### config.mk
export PLATFORM = sky130hd
export DESIGN_NAME = trq_lane
export DESIGN_NICKNAME = d
export VERILOG_FILES = /design/src/transform_record_quantizer_core_defines.svh /design/src/trq_pkg.sv /design/src/trq_div.sv /design/src/trq_lane.sv
export SDC_FILE = /design/constraint.sdc
export NUM_CORES = 2
export LEC_CHECK = 0
export BUFFER_PORTS_ARGS = -buffer_cell sky130_fd_sc_hd__buf_4
export CAP_MARGIN = 20
export CORE_MARGIN = 1.5
export CORE_UTILIZATION = 37
export DETAILED_ROUTE_END_ITERATION = 7
export SLEW_MARGIN = 10
export SYNTH_ARGS = -nofsm -noshare
export SYNTH_HDL_FRONTEND = slang
export SYNTH_SLANG_ARGS = --single-unit
### constraint.sdc
create_clock -name i_clk -period 10.3 [get_ports i_clk]
set_input_delay 1.03 -clock i_clk [delete_from_list [all_inputs] [get_ports i_clk]]
set_output_delay 1.03 -clock i_clk [all_outputs]
set_load 0.02 [all_outputs]
### src/transform_record_quantizer_core_defines.svh
// assertion helpers for the quantizer core
`ifndef TRANSFORM_RECORD_QUANTIZER_CORE_DEFINES_SVH
`define TRANSFORM_RECORD_QUANTIZER_CORE_DEFINES_SVH

// same-cycle implication, clocked on i_clk, off during reset
`define TRQ_ASSERT_IMPL(lbl, ante, cons) \
    lbl: assert property (@(posedge i_clk) disable iff (!i_rst_n) (ante) |-> (cons)) \
        else $error("quantizer core check failed");

// next-cycle implication
`define TRQ_ASSERT_NEXT(lbl, ante, cons) \
    lbl: assert property (@(posedge i_clk) disable iff (!i_rst_n) (ante) |=> (cons)) \
        else $error("quantizer core check failed");

`endif

### src/trq_pkg.sv
package trq_pkg;

    localparam int DIV_STAGES = 3;
    // stage 0 unpack, divider stages, then round/clamp, multiply, round, align, final round
    localparam int LANE_LAT   = 1 + DIV_STAGES + 5;
    localparam int NUM_LANES  = 6;

    localparam logic [23:0]        ROT_DIV_MANT  = 24'hCCCCCD;
    localparam logic signed [9:0]  ROT_DIV_EXP   = 10'sd1;
    localparam logic [23:0]        SCL_DIV_MANT  = 24'h800000;
    localparam logic signed [9:0]  SCL_DIV_EXP   = 10'sd4;
    // floor(2^49 / divisor mantissa)
    localparam logic [26:0]        ROT_DIV_RECIP = 27'h27FFFFF;
    localparam logic [26:0]        SCL_DIV_RECIP = 27'h4000000;
    localparam logic [15:0]        ROT_FULL      = 16'd32767;
    localparam logic [15:0]        SCL_FULL      = 16'd65535;
    localparam logic [23:0]        MANT_ONE      = 24'h800000;
    // below this biased exponent the quantized result is always zero
    localparam logic [7:0]         EXP_MIN_FIELD = 8'd100;

    typedef enum logic {
        MODE_SCALE,
        MODE_ROT
    } t_mode;

    typedef struct packed {
        logic              sgn;
        logic              zero;
        logic signed [9:0] expo;
    } t_side;

    function automatic logic [31:0] sanitize(input logic [31:0] w);
        logic [31:0] r;
        r = (w[30:23] == 8'hFF) ? 32'h0000_0000 : w;
        return r;
    endfunction

endpackage

### src/trq_div.sv
module trq_div (
    input  logic           i_clk,
    input  logic [23:0]    i_mant,
    input  logic [23:0]    i_divisor,
    input  logic [26:0]    i_recip,
    input  trq_pkg::t_side i_side,
    output logic [25:0]    o_quo,
    output logic           o_rem_nz,
    output trq_pkg::t_side o_side
);

    // stage 1: quotient estimate by reciprocal, never high and at most one low
    logic [50:0]    r_est;
    logic [23:0]    r_mant1;
    trq_pkg::t_side r_side1;

    always_ff @(posedge i_clk) begin
        r_est   <= i_mant * i_recip;
        r_mant1 <= i_mant;
        r_side1 <= i_side;
    end

    // stage 2: multiply the estimate back
    logic [25:0]    q0;
    logic [49:0]    r_back;
    logic [25:0]    r_q0;
    logic [23:0]    r_mant2;
    trq_pkg::t_side r_side2;

    assign q0 = r_est[49:24];

    always_ff @(posedge i_clk) begin
        r_back  <= q0 * i_divisor;
        r_q0    <= q0;
        r_mant2 <= r_mant1;
        r_side2 <= r_side1;
    end

    // stage 3: remainder, one correction step
    logic [49:0]    rem3;
    logic           ge3;
    logic [49:0]    rem_fix;
    logic [25:0]    r_quo;
    logic           r_rem_nz;
    trq_pkg::t_side r_side3;

    always_comb begin
        rem3    = {1'b0, r_mant2, 25'd0} - r_back;
        ge3     = (rem3 >= {26'd0, i_divisor});
        rem_fix = ge3 ? (rem3 - {26'd0, i_divisor}) : rem3;
    end

    always_ff @(posedge i_clk) begin
        r_quo    <= r_q0 + {25'd0, ge3};
        r_rem_nz <= |rem_fix;
        r_side3  <= r_side2;
    end

    assign o_quo    = r_quo;
    assign o_rem_nz = r_rem_nz;
    assign o_side   = r_side3;

endmodule

### src/trq_lane.sv
module trq_lane (
    input  logic           i_clk,
    input  trq_pkg::t_mode i_mode,
    input  logic [31:0]    i_value,
    output logic [15:0]    o_quant
);

    logic [23:0]       divisor;
    logic [26:0]       recip;
    logic signed [9:0] div_exp;
    logic [15:0]       full;

    assign divisor = (i_mode == trq_pkg::MODE_ROT) ? trq_pkg::ROT_DIV_MANT
                                                   : trq_pkg::SCL_DIV_MANT;
    assign recip   = (i_mode == trq_pkg::MODE_ROT) ? trq_pkg::ROT_DIV_RECIP
                                                   : trq_pkg::SCL_DIV_RECIP;
    assign div_exp = (i_mode == trq_pkg::MODE_ROT) ? trq_pkg::ROT_DIV_EXP
                                                   : trq_pkg::SCL_DIV_EXP;
    assign full    = (i_mode == trq_pkg::MODE_ROT) ? trq_pkg::ROT_FULL
                                                   : trq_pkg::SCL_FULL;

    // stage 0: unpack
    logic [31:0]    san;
    logic [23:0]    n_mant0;
    trq_pkg::t_side n_side0;
    logic [23:0]    r_mant0;
    trq_pkg::t_side r_side0;

    always_comb begin
        san          = trq_pkg::sanitize(i_value);
        n_mant0      = {1'b1, san[22:0]};
        n_side0.sgn  = san[31];
        n_side0.zero = (san[30:23] < trq_pkg::EXP_MIN_FIELD);
        n_side0.expo = $signed({2'b00, san[30:23]}) - 10'sd127;
    end

    always_ff @(posedge i_clk) begin
        r_mant0 <= n_mant0;
        r_side0 <= n_side0;
    end

    logic [25:0]    quo;
    logic           rem_nz;
    trq_pkg::t_side dside;

    trq_div u_div (
        .i_clk     (i_clk),
        .i_mant    (r_mant0),
        .i_divisor (divisor),
        .i_recip   (recip),
        .i_side    (r_side0),
        .o_quo     (quo),
        .o_rem_nz  (rem_nz),
        .o_side    (dside)
    );

    // stage A: round quotient, clamp magnitude to one
    logic              hi_a;
    logic [23:0]       m24_a;
    logic              rb_a;
    logic              st_a;
    logic [24:0]       sum_a;
    logic signed [9:0] ex_a;
    logic [23:0]       n_mn;
    logic signed [9:0] n_en;
    logic              n_zero_a;
    logic [23:0]       r_mn;
    logic signed [9:0] r_en;
    logic              r_sgn_a;
    logic              r_zero_a;

    always_comb begin
        hi_a  = quo[25];
        m24_a = hi_a ? quo[25:2] : quo[24:1];
        rb_a  = hi_a ? quo[1] : quo[0];
        st_a  = hi_a ? (quo[0] | rem_nz) : rem_nz;
        ex_a  = dside.expo - div_exp - (hi_a ? 10'sd0 : 10'sd1);
        sum_a = {1'b0, m24_a} + {24'd0, rb_a & (st_a | m24_a[0])};
        if (sum_a[24]) begin
            n_mn = trq_pkg::MANT_ONE;
            n_en = ex_a + 10'sd1;
        end else begin
            n_mn = sum_a[23:0];
            n_en = ex_a;
        end
        if (n_en > 10'sd0 || (n_en == 10'sd0 && n_mn != trq_pkg::MANT_ONE)) begin
            n_mn = trq_pkg::MANT_ONE;
            n_en = 10'sd0;
        end
        n_zero_a = dside.zero | ((i_mode == trq_pkg::MODE_SCALE) & dside.sgn);
    end

    always_ff @(posedge i_clk) begin
        r_mn     <= n_mn;
        r_en     <= n_en;
        r_sgn_a  <= dside.sgn;
        r_zero_a <= n_zero_a;
    end

    // stage B: scale by full-range constant
    logic [39:0]       r_prod;
    logic signed [9:0] r_en_b;
    logic              r_sgn_b;
    logic              r_zero_b;

    always_ff @(posedge i_clk) begin
        r_prod   <= r_mn * full;
        r_en_b   <= r_en;
        r_sgn_b  <= r_sgn_a;
        r_zero_b <= r_zero_a;
    end

    // stage C: round product to single precision
    logic [5:0]        lead_c;
    logic [4:0]        sa_c;
    logic [39:0]       shf_c;
    logic [39:0]       stm_c;
    logic              rb_c;
    logic              st_c;
    logic [24:0]       sum_c;
    logic [23:0]       n_mq;
    logic signed [9:0] n_eq;
    logic [23:0]       r_mq;
    logic signed [9:0] r_eq;
    logic              r_sgn_c;
    logic              r_zero_c;

    always_comb begin
        if (r_prod[39]) begin
            lead_c = 6'd39;
        end else if (r_prod[38]) begin
            lead_c = 6'd38;
        end else begin
            lead_c = 6'd37;
        end
        sa_c  = 5'(lead_c - 6'd23);
        shf_c = r_prod >> sa_c;
        rb_c  = r_prod[sa_c - 5'd1];
        stm_c = (40'd1 << (sa_c - 5'd1)) - 40'd1;
        st_c  = |(r_prod & stm_c);
        sum_c = {1'b0, shf_c[23:0]} + {24'd0, rb_c & (st_c | shf_c[0])};
        n_eq  = r_en_b + $signed({4'd0, lead_c}) - 10'sd46;
        if (sum_c[24]) begin
            n_mq = trq_pkg::MANT_ONE;
            n_eq = n_eq + 10'sd1;
        end else begin
            n_mq = sum_c[23:0];
        end
    end

    always_ff @(posedge i_clk) begin
        r_mq     <= n_mq;
        r_eq     <= n_eq;
        r_sgn_c  <= r_sgn_b;
        r_zero_c <= r_zero_b;
    end

    // stage D: fixed point with 26 fraction bits, add one half
    logic signed [10:0] sh_d;
    logic [10:0]        rs_d;
    logic [55:0]        wide_d;
    logic [45:0]        qfix_d;
    logic               n_stk;
    logic [45:0]        r_sum;
    logic               r_stk;
    logic               r_sgn_d;
    logic               r_zero_d;

    always_comb begin
        sh_d   = 11'(r_eq) + 11'sd26;
        rs_d   = 11'(-sh_d);
        wide_d = '0;
        if (sh_d >= 11'sd0) begin
            qfix_d = {22'd0, r_mq} << sh_d[4:0];
            n_stk  = 1'b0;
        end else if (rs_d > 11'd31) begin
            qfix_d = '0;
            n_stk  = 1'b1;
        end else begin
            wide_d = {r_mq, 32'd0} >> rs_d[4:0];
            qfix_d = {22'd0, wide_d[55:32]};
            n_stk  = |wide_d[31:0];
        end
    end

    always_ff @(posedge i_clk) begin
        r_sum    <= qfix_d + (46'd1 << 25);
        r_stk    <= n_stk;
        r_sgn_d  <= r_sgn_c;
        r_zero_d <= r_zero_c;
    end

    // stage E: round the sum to single precision, truncate, apply sign
    logic [5:0]  p_e;
    logic [5:0]  u_e;
    logic [45:0] low_e;
    logic [45:0] keep_e;
    logic        inc_e;
    logic [45:0] rnd_e;
    logic [15:0] mag_e;
    logic [15:0] n_quant;
    logic [15:0] r_quant;

    always_comb begin
        p_e = 6'd25;
        for (int i = 25; i < 46; i++) begin
            if (r_sum[i]) begin
                p_e = 6'(i);
            end
        end
        u_e    = p_e - 6'd23;
        low_e  = (46'd1 << u_e) - 46'd1;
        keep_e = r_sum & ~low_e;
        inc_e  = r_sum[u_e - 6'd1] & ((|(r_sum & (low_e >> 1))) | r_stk | r_sum[u_e]);
        rnd_e  = keep_e + (inc_e ? (46'd1 << u_e) : 46'd0);
        mag_e  = rnd_e[41:26];
        if (r_zero_d) begin
            n_quant = '0;
        end else if (i_mode == trq_pkg::MODE_ROT && r_sgn_d) begin
            n_quant = 16'd0 - mag_e;
        end else begin
            n_quant = mag_e;
        end
    end

    always_ff @(posedge i_clk) begin
        r_quant <= n_quant;
    end

    assign o_quant = r_quant;

endmodule

Word-level counts from Yosys, hierarchy flattened. Cells that the tools add are included.

Register bits after elaboration: 455. Bits of input ports: 34. Output and inout bits: 16. Word-level logic and storage cells: 147.

Add/sub/neg operators: 23. Multiply operators: 3. Order comparisons: 8. Equality and inequality tests: 2. Shift operators: 5. Muxes and demuxes: 46. Bitwise operators: 15. Reduce and logical (&&, ||, !) cells: 8.

Operator list (number): $mux W6 (19); $mux W24 (3); $shr A56 B5 Y56 (1); $add A24 B1 Y25 (2); $ge A50 B24 Y1 (1); $mul A24 B27 Y50 (1); $mul A26 B24 Y50 (1); $mux W50 (1); $reduce_or A50 Y1 (1); $sub A49 B50 Y50 (1); $sub A50 B24 Y50 (1); $add A46 B26 Y46 const B (1); $and A46 B45 Y46 (1); $mux W46 (1); $reduce_or A46 Y1 (1); $shl A1 B6 Y46 const A (1); $shl A24 B5 Y46 (1); $sub A46 B1 Y46 const B (1); $add A42 B42 Y42 (1); $and A42 B42 Y42 (1); $mux W42 (1); $not A42 Y42 (1); $and A40 B40 Y40 (1); $mul A24 B16 Y40 (1); other kinds (43) (65).

Depth between registers and ports, before layout.
Depth after elaboration: 32. Depth in mapped cells: 43. Gate-level depth less buffers: 41.

By module. Synthesis repeated with hierarchy kept, for this count alone.

Cell total of the unflattened synthesis: 8371. Area, all modules: 74445.1 µm².

Modules (own cells, without submodules): trq_div (times used 1, cells an instance 5364, area an instance 48664.2 µm², sequential area each 4264.1 µm²); trq_lane (times used 1, cells an instance 3007, area an instance 25781.0 µm², sequential area each 4464.3 µm²).

Least setup slack after synthesis. OpenSTA, ideal clock, no wires.

Path type: register -> register. Start point: register r_sum[31]. End point: register r_quant[12] (netlist: o_quant[12]). Library setup time: 0.062 ns. Data arrival time: 9.317 ns. Required time: 10.238 ns. Setup slack: 0.921 ns. Cell stages (with the launch flop): 41. Path buffers: 2. Clock period less this slack: 9.379 ns. Cells stage by stage: dfxtp_1 > nor3_1 > o21ai_0 > nor4bb_1 > nor3_1 > inv_1 > clkbuf_1 > ha_1 > a211o_1 > nor3_2 > and2_1 > nand2_1 > ha_1 > inv_1 > a221o_1 > a211oi_1 > o2111ai_1 > or4_1 > [... 5 more ...] > and3_1 > ha_1 > a21o_1 > a21o_1 > a21oi_1 > nor2b_1 > o21ai_0 > nand2b_1 > a21oi_1 > nor2b_1 > a2111oi_4 > nand3_2 > a311oi_2 > xnor2_1 > or4b_4 > a221o_1 > or4_1 > nand3_1.

Longest elaborated chain between the ends: 27. Elaborated cells on any way between the ends: 34. Classes of those cells: add/sub (5); shift (1); mux (21); bitwise (6); reduce/logical (1).

RTL lines: start: declaration (line trq_lane.sv:164) `logic [45:0] r_sum;`; start signal: assignment (line trq_lane.sv:187) `r_sum <= qfix_d + (46'd1 << 25);`; $mux W6 (15 in series) (line trq_lane.sv:207) `if (r_sum[i]) begin`; $sub A6 B5 Y6 (line trq_lane.sv:211) `u_e = p_e - 6'd23;`; $shl A1 B6 Y46 (line trq_lane.sv:215) `rnd_e = keep_e + (inc_e ? (46'd1 << u_e) : 46'd0);`; $sub A46 B1 Y46 (line trq_lane.sv:212) `low_e = (46'd1 << u_e) - 46'd1;`; $and A46 B45 Y46 (line trq_lane.sv:214) `inc_e = r_sum[u_e - 6'd1] & ((|(r_sum & (low_e >> 1))) | r_stk | r_sum[u_e]);`; $reduce_or A46 Y1 (line trq_lane.sv:214); $or A1 B1 Y1 (2 in series) (line trq_lane.sv:214); $and A1 B1 Y1 (line trq_lane.sv:214); $mux W42 (line trq_lane.sv:215); $add A42 B42 Y42 * (line trq_lane.sv:215); $sub A1 B16 Y16 (line trq_lane.sv:220) `n_quant = 16'd0 - mag_e;`; $mux W16 * (line trq_lane.sv:219) `end else if (i_mode == trq_pkg::MODE_ROT && r_sgn_d) begin`; end signal: assignment (line trq_lane.sv:227) `r_quant <= n_quant;`; end: declaration (line trq_lane.sv:202) `logic [15:0] r_quant;`.

Mark *: on every way between the ends. The rest lies on a longest branch, timed or not. The select of a mux whose other input is x is not followed. A chain may end at the register's enable or synchronous reset.

Worst setup path in the final report.
Start point: register r_sum[35]. End point: register r_quant[15] (netlist: o_quant[15]).

Longest elaborated chain between the ends: 23. Elaborated cells on any way between the ends: 30. Classes of those cells: add/sub (5); shift (1); mux (17); bitwise (6); reduce/logical (1).

RTL lines (line): $mux W6 (11 in series) (trq_lane.sv:207); $sub A6 B5 Y6 (trq_lane.sv:211); $shl A1 B6 Y46 (trq_lane.sv:215); $sub A46 B1 Y46 (trq_lane.sv:212); $and A46 B45 Y46 (trq_lane.sv:214); $reduce_or A46 Y1 (trq_lane.sv:214); $or A1 B1 Y1 (2 in series) (trq_lane.sv:214); $and A1 B1 Y1 (trq_lane.sv:214); $mux W42 (trq_lane.sv:215); $add A42 B42 Y42 * (trq_lane.sv:215); $sub A1 B16 Y16 (trq_lane.sv:220); $mux W16 * (trq_lane.sv:219).

Marks and branches as above.

==> summary.md <==
| Metric | Value |
|---|---|
| Outcome | finished, final reports clean |
| Area occupied by multi-input gates | 40640 µm² |
| Fmax | 104.1 MHz |
| TritonCTS Buffers | 50 |
| Clock Tree Root | clkbuf_16 |
| Clock sinks | 431 |
| Worst Setup EP | o_quant[15]$_SDFF_PP0_ |
| Share of cells above drive strength 1 | 6.860% |
| Met3 GRT Util | 2.415% |
| # rows | 138 |
| Vias in the first global route | 40722 |
| Largest net degree at the start of global routing | 58 |
| Starting Density | 37.45% |
| Synth warn | 0 |
| DR vias | 39448 |
| Grt met1 use | 26.07% |
| Detailed-route DRC error count | 0 |
| Fillers | 14049 |
| Ports | 50 |
| GP Congestion | 0.9430 |
| Grt total ovfl | 0 |
| Synthesized area | 53210 µm² |
| Core area | 142100 µm² |
| WL final | 138.1 mm |
| Min-Delay Path Class | reg2reg |
| FF-to-FF path depth | 41 |
| Max Slew Vio Count | 0 |
| Hold violation total from the final report | 0 |
| Crit path max-delay family | compound AO/OA/AOI/OAI gates |
| Port buffer count | 49 |
| Kind of critical path | reg2reg |
| Initial antenna violation count | 6 |
| R2r setup slk | 0.69 ns |
| Reg clk slew, reported paths | 0.07 ns |
| Worst EP required | 10.84 ns |
| Slowest CP cell | or4_1 |
| Crit path from | r_sum[35]$_DFF_P_ |
| Chip width | 382.2 µm |
| Min Tclk post-route | 9.609 ns |
| Final #Nets | 7212 |
| Critical Path Start Type | flop |
| WL/cell | 17.92 µm |
| Gr busiest metal | met2 |
| Register Area | 8631 µm² |
| HPWL Detailed | 118.4 mm |
| First drt pass iteration count | 7 |
| Die height | 382.2 µm |
| Primary FF master, synth | dfxtp_1 |
| Peak fanout along the critical path | 6 |
| Final Util | 41.04% |
| Die area | 146100 µm² |
| Vias/cell | 5.118 |
| Dpl cells | 7609 |
| Arr. time, crit path | 10.15 ns |
| Mapped Avg Cell Area | 9.408 µm² |
| GR Util met2 | 31.87% |
| Initial DRC count | 2288 |
| Htree depth | 2 |
| Synth Instances | 5656 |
| CTS tree | done |
| Maximum capacitance violations | 0 |
| Final Setup Violations | 0 |
| Global-route wire length before repair | 223.0 mm |
| Ys async rst share | 0% |
| Reg2reg start | r_sum[35]$_DFF_P_ |
| Crit path depth | 41 |
| Total GRT Usage | 19.18% |
| CP max stage delay | 0.53 ns |
| Clock insertion delay at the later pin of the skew report | 0.65 ns |
| Number of synthesized flops with an enable pin | 0 |
| Final clock skew | 0.02852 ns |
| Synth unique cells | 105 |
| Final Instance Count excl. Fillers | 7707 |
| Syn-to-layout area delta | 9.605% |
| Worst r2r dst | o_quant[15]$_SDFF_PP0_ |
| Measured slew at the worst slew-check pin | 1.012 ns |
| Final worst path period share | 93.29% |
| Worst slew margin | 32.32% |
| Crit. End Element | flop |
| CTS max path bufs | 3 |
| Buf/Inv on CP | 4 |
| #FFs+latches synth | 431 |
| Routed Antenna Nets | 0 |
| Register area share after synthesis | 16.22% |
[metal layers]
metal  vias to the layer above  routed length (µm)
met1                     19419               63120
met3                       178                6794
met5                         -                   0
li1                      19008                   -
met4                         0                3858
met2                       843               64360
[logic make-up after synthesis]
kind of cell / share of synthesized area, %
compound gates: 10.41
xor+xnor: 5.234
fa+ha+maj: 42.89
buf+inv: 7.790
flops: 16.22
mux: 4.590
other cells: 0.01411
simple gates: 12.86
[sequential cells by signal (all words and copies together), names as in the netlist, 16 cells and up]
| register | count |
|---|---|
| r_prod | 40 |
| r_mant0 | 23 |
| u_div.o_quo | 26 |
| u_div.r_q0 | 26 |
| r_mn | 24 |
| u_div.r_mant2 | 23 |
| u_div.r_back | 50 |
| r_mq | 24 |
| o_quant | 16 |
| u_div.r_est | 26 |
| u_div.r_mant1 | 23 |
| r_sum | 46 |
[how the worst min path moves through the flow]
stage,startpoint,endpoint,slack (ns),cells after the start
5_1_grt,u_div.r_side2[5]$_DFF_P_,u_div.o_side[5]$_DFF_P_,0.32,0
6_report,u_div.r_side2[5]$_DFF_P_,u_div.o_side[5]$_DFF_P_,0.32,0
4_1_cts,u_div.r_side2[5]$_DFF_P_,u_div.o_side[5]$_DFF_P_,0.32,0
2_1_floorplan,r_en[0]$_SDFF_PP0_,r_en_b[0]$_DFF_P_,0.31,0
3_3_place_gp,r_side0[3]$_DFF_P_,u_div.r_side1[3]$_DFF_P_,0.31,0
3_5_place_dp,u_div.r_mant1[17]$_DFF_P_,u_div.r_mant2[17]$_DFF_P_,0.31,0
[per-stage QoR]
| stage | hold WS [ns] | area, µm² | setup TNS (ns) | setup WS (ns) |
|---|---|---|---|---|
| 6_report | 0.3163 | 58320 | 0 | 0.6908 |
| 5_1_grt | 0.3209 | 58320 | -0.06902 | -0.06025 |
| 4_1_cts | 0.3188 | 58210 | 0 | 0.4005 |
| 3_5_place_dp | 0.3121 | 56430 | 0 | 0.2173 |
| 3_3_place_gp | 0.3099 | 56430 | 0 | 0.4239 |
| 2_1_floorplan | 0.3096 | 53290 | 0 | 0.9210 |
[synthesized netlist by cell type, types with 29 or more instances]
master,count,share of area [%]
inv_1,986,7.0
fa_1,702,26
ha_1,701,16
dfxtp_1,431,16
nor2_1,363,2.6
nand2_1,300,2.1
a21oi_1,240,2.3
xnor2_1,211,3.5
o21ai_0,147,1.4
mux2i_1,120,2.3
nor2b_1,111,1.3
nand3_1,108,1.0
xor2_1,107,1.8
and2_1,92,1.1
clkbuf_1,88,0.62
nor3_1,87,0.82
a21o_1,81,1.1
and3_1,70,0.82
a211oi_1,39,0.55
mux4_2,38,1.6
a31oi_1,35,0.41
nand4_1,35,0.41
or3_1,35,0.41
nor4_1,34,0.40
mux2_2,32,0.68
nand2b_1,32,0.38
o22ai_1,29,0.34
or2_2,29,0.34
[placed cells by master, fill, tap and decap left out, types with 21 or more instances in the layout]
cell	instances
inv_1	986
fa_1	702
ha_1	701
dfxtp_1	429
nor2_1	363
nand2_1	300
a21oi_1	239
xnor2_1	210
buf_4	154
o21ai_0	146
mux2i_1	120
nor2b_1	111
nand3_1	108
xor2_1	105
and2_1	92
nor3_1	85
a21o_1	81
and3_1	70
clkbuf_16	50
a211oi_1	38
mux4_2	38
a31oi_1	35
nand4_1	35
or3_1	35
nor4_1	34
nand2b_1	32
mux2_2	32
or2_2	29
o21bai_1	28
o22ai_1	28
o21a_1	23
conb_1	23
o211ai_1	21
[timing repair]
item / 4_1_cts / 5_1_grt
endpoints found under the setup margin: 0 / 9
hold buffers: 0 / 0
endpoints found under the hold margin: 0 / 0
gates resized for setup: 0 / 14
buffers inserted: 0 / 2
[final cells by class]
class / count / area share [%]
diodes: 1 / 0.004291
clock buffers: 56 / 2.253
clock inverters: 37 / 0.7959
inverters: 990 / 6.372
multi-input cells: 4145 / 69.68
flip-flops and latches: 431 / 14.80
well taps: 1890 / 4.055
repair buffers: 157 / 2.044
Power is left out: the tool's default activity adds up to more than one toggle a clock period on the data nets, which glitch-free logic cannot reach.
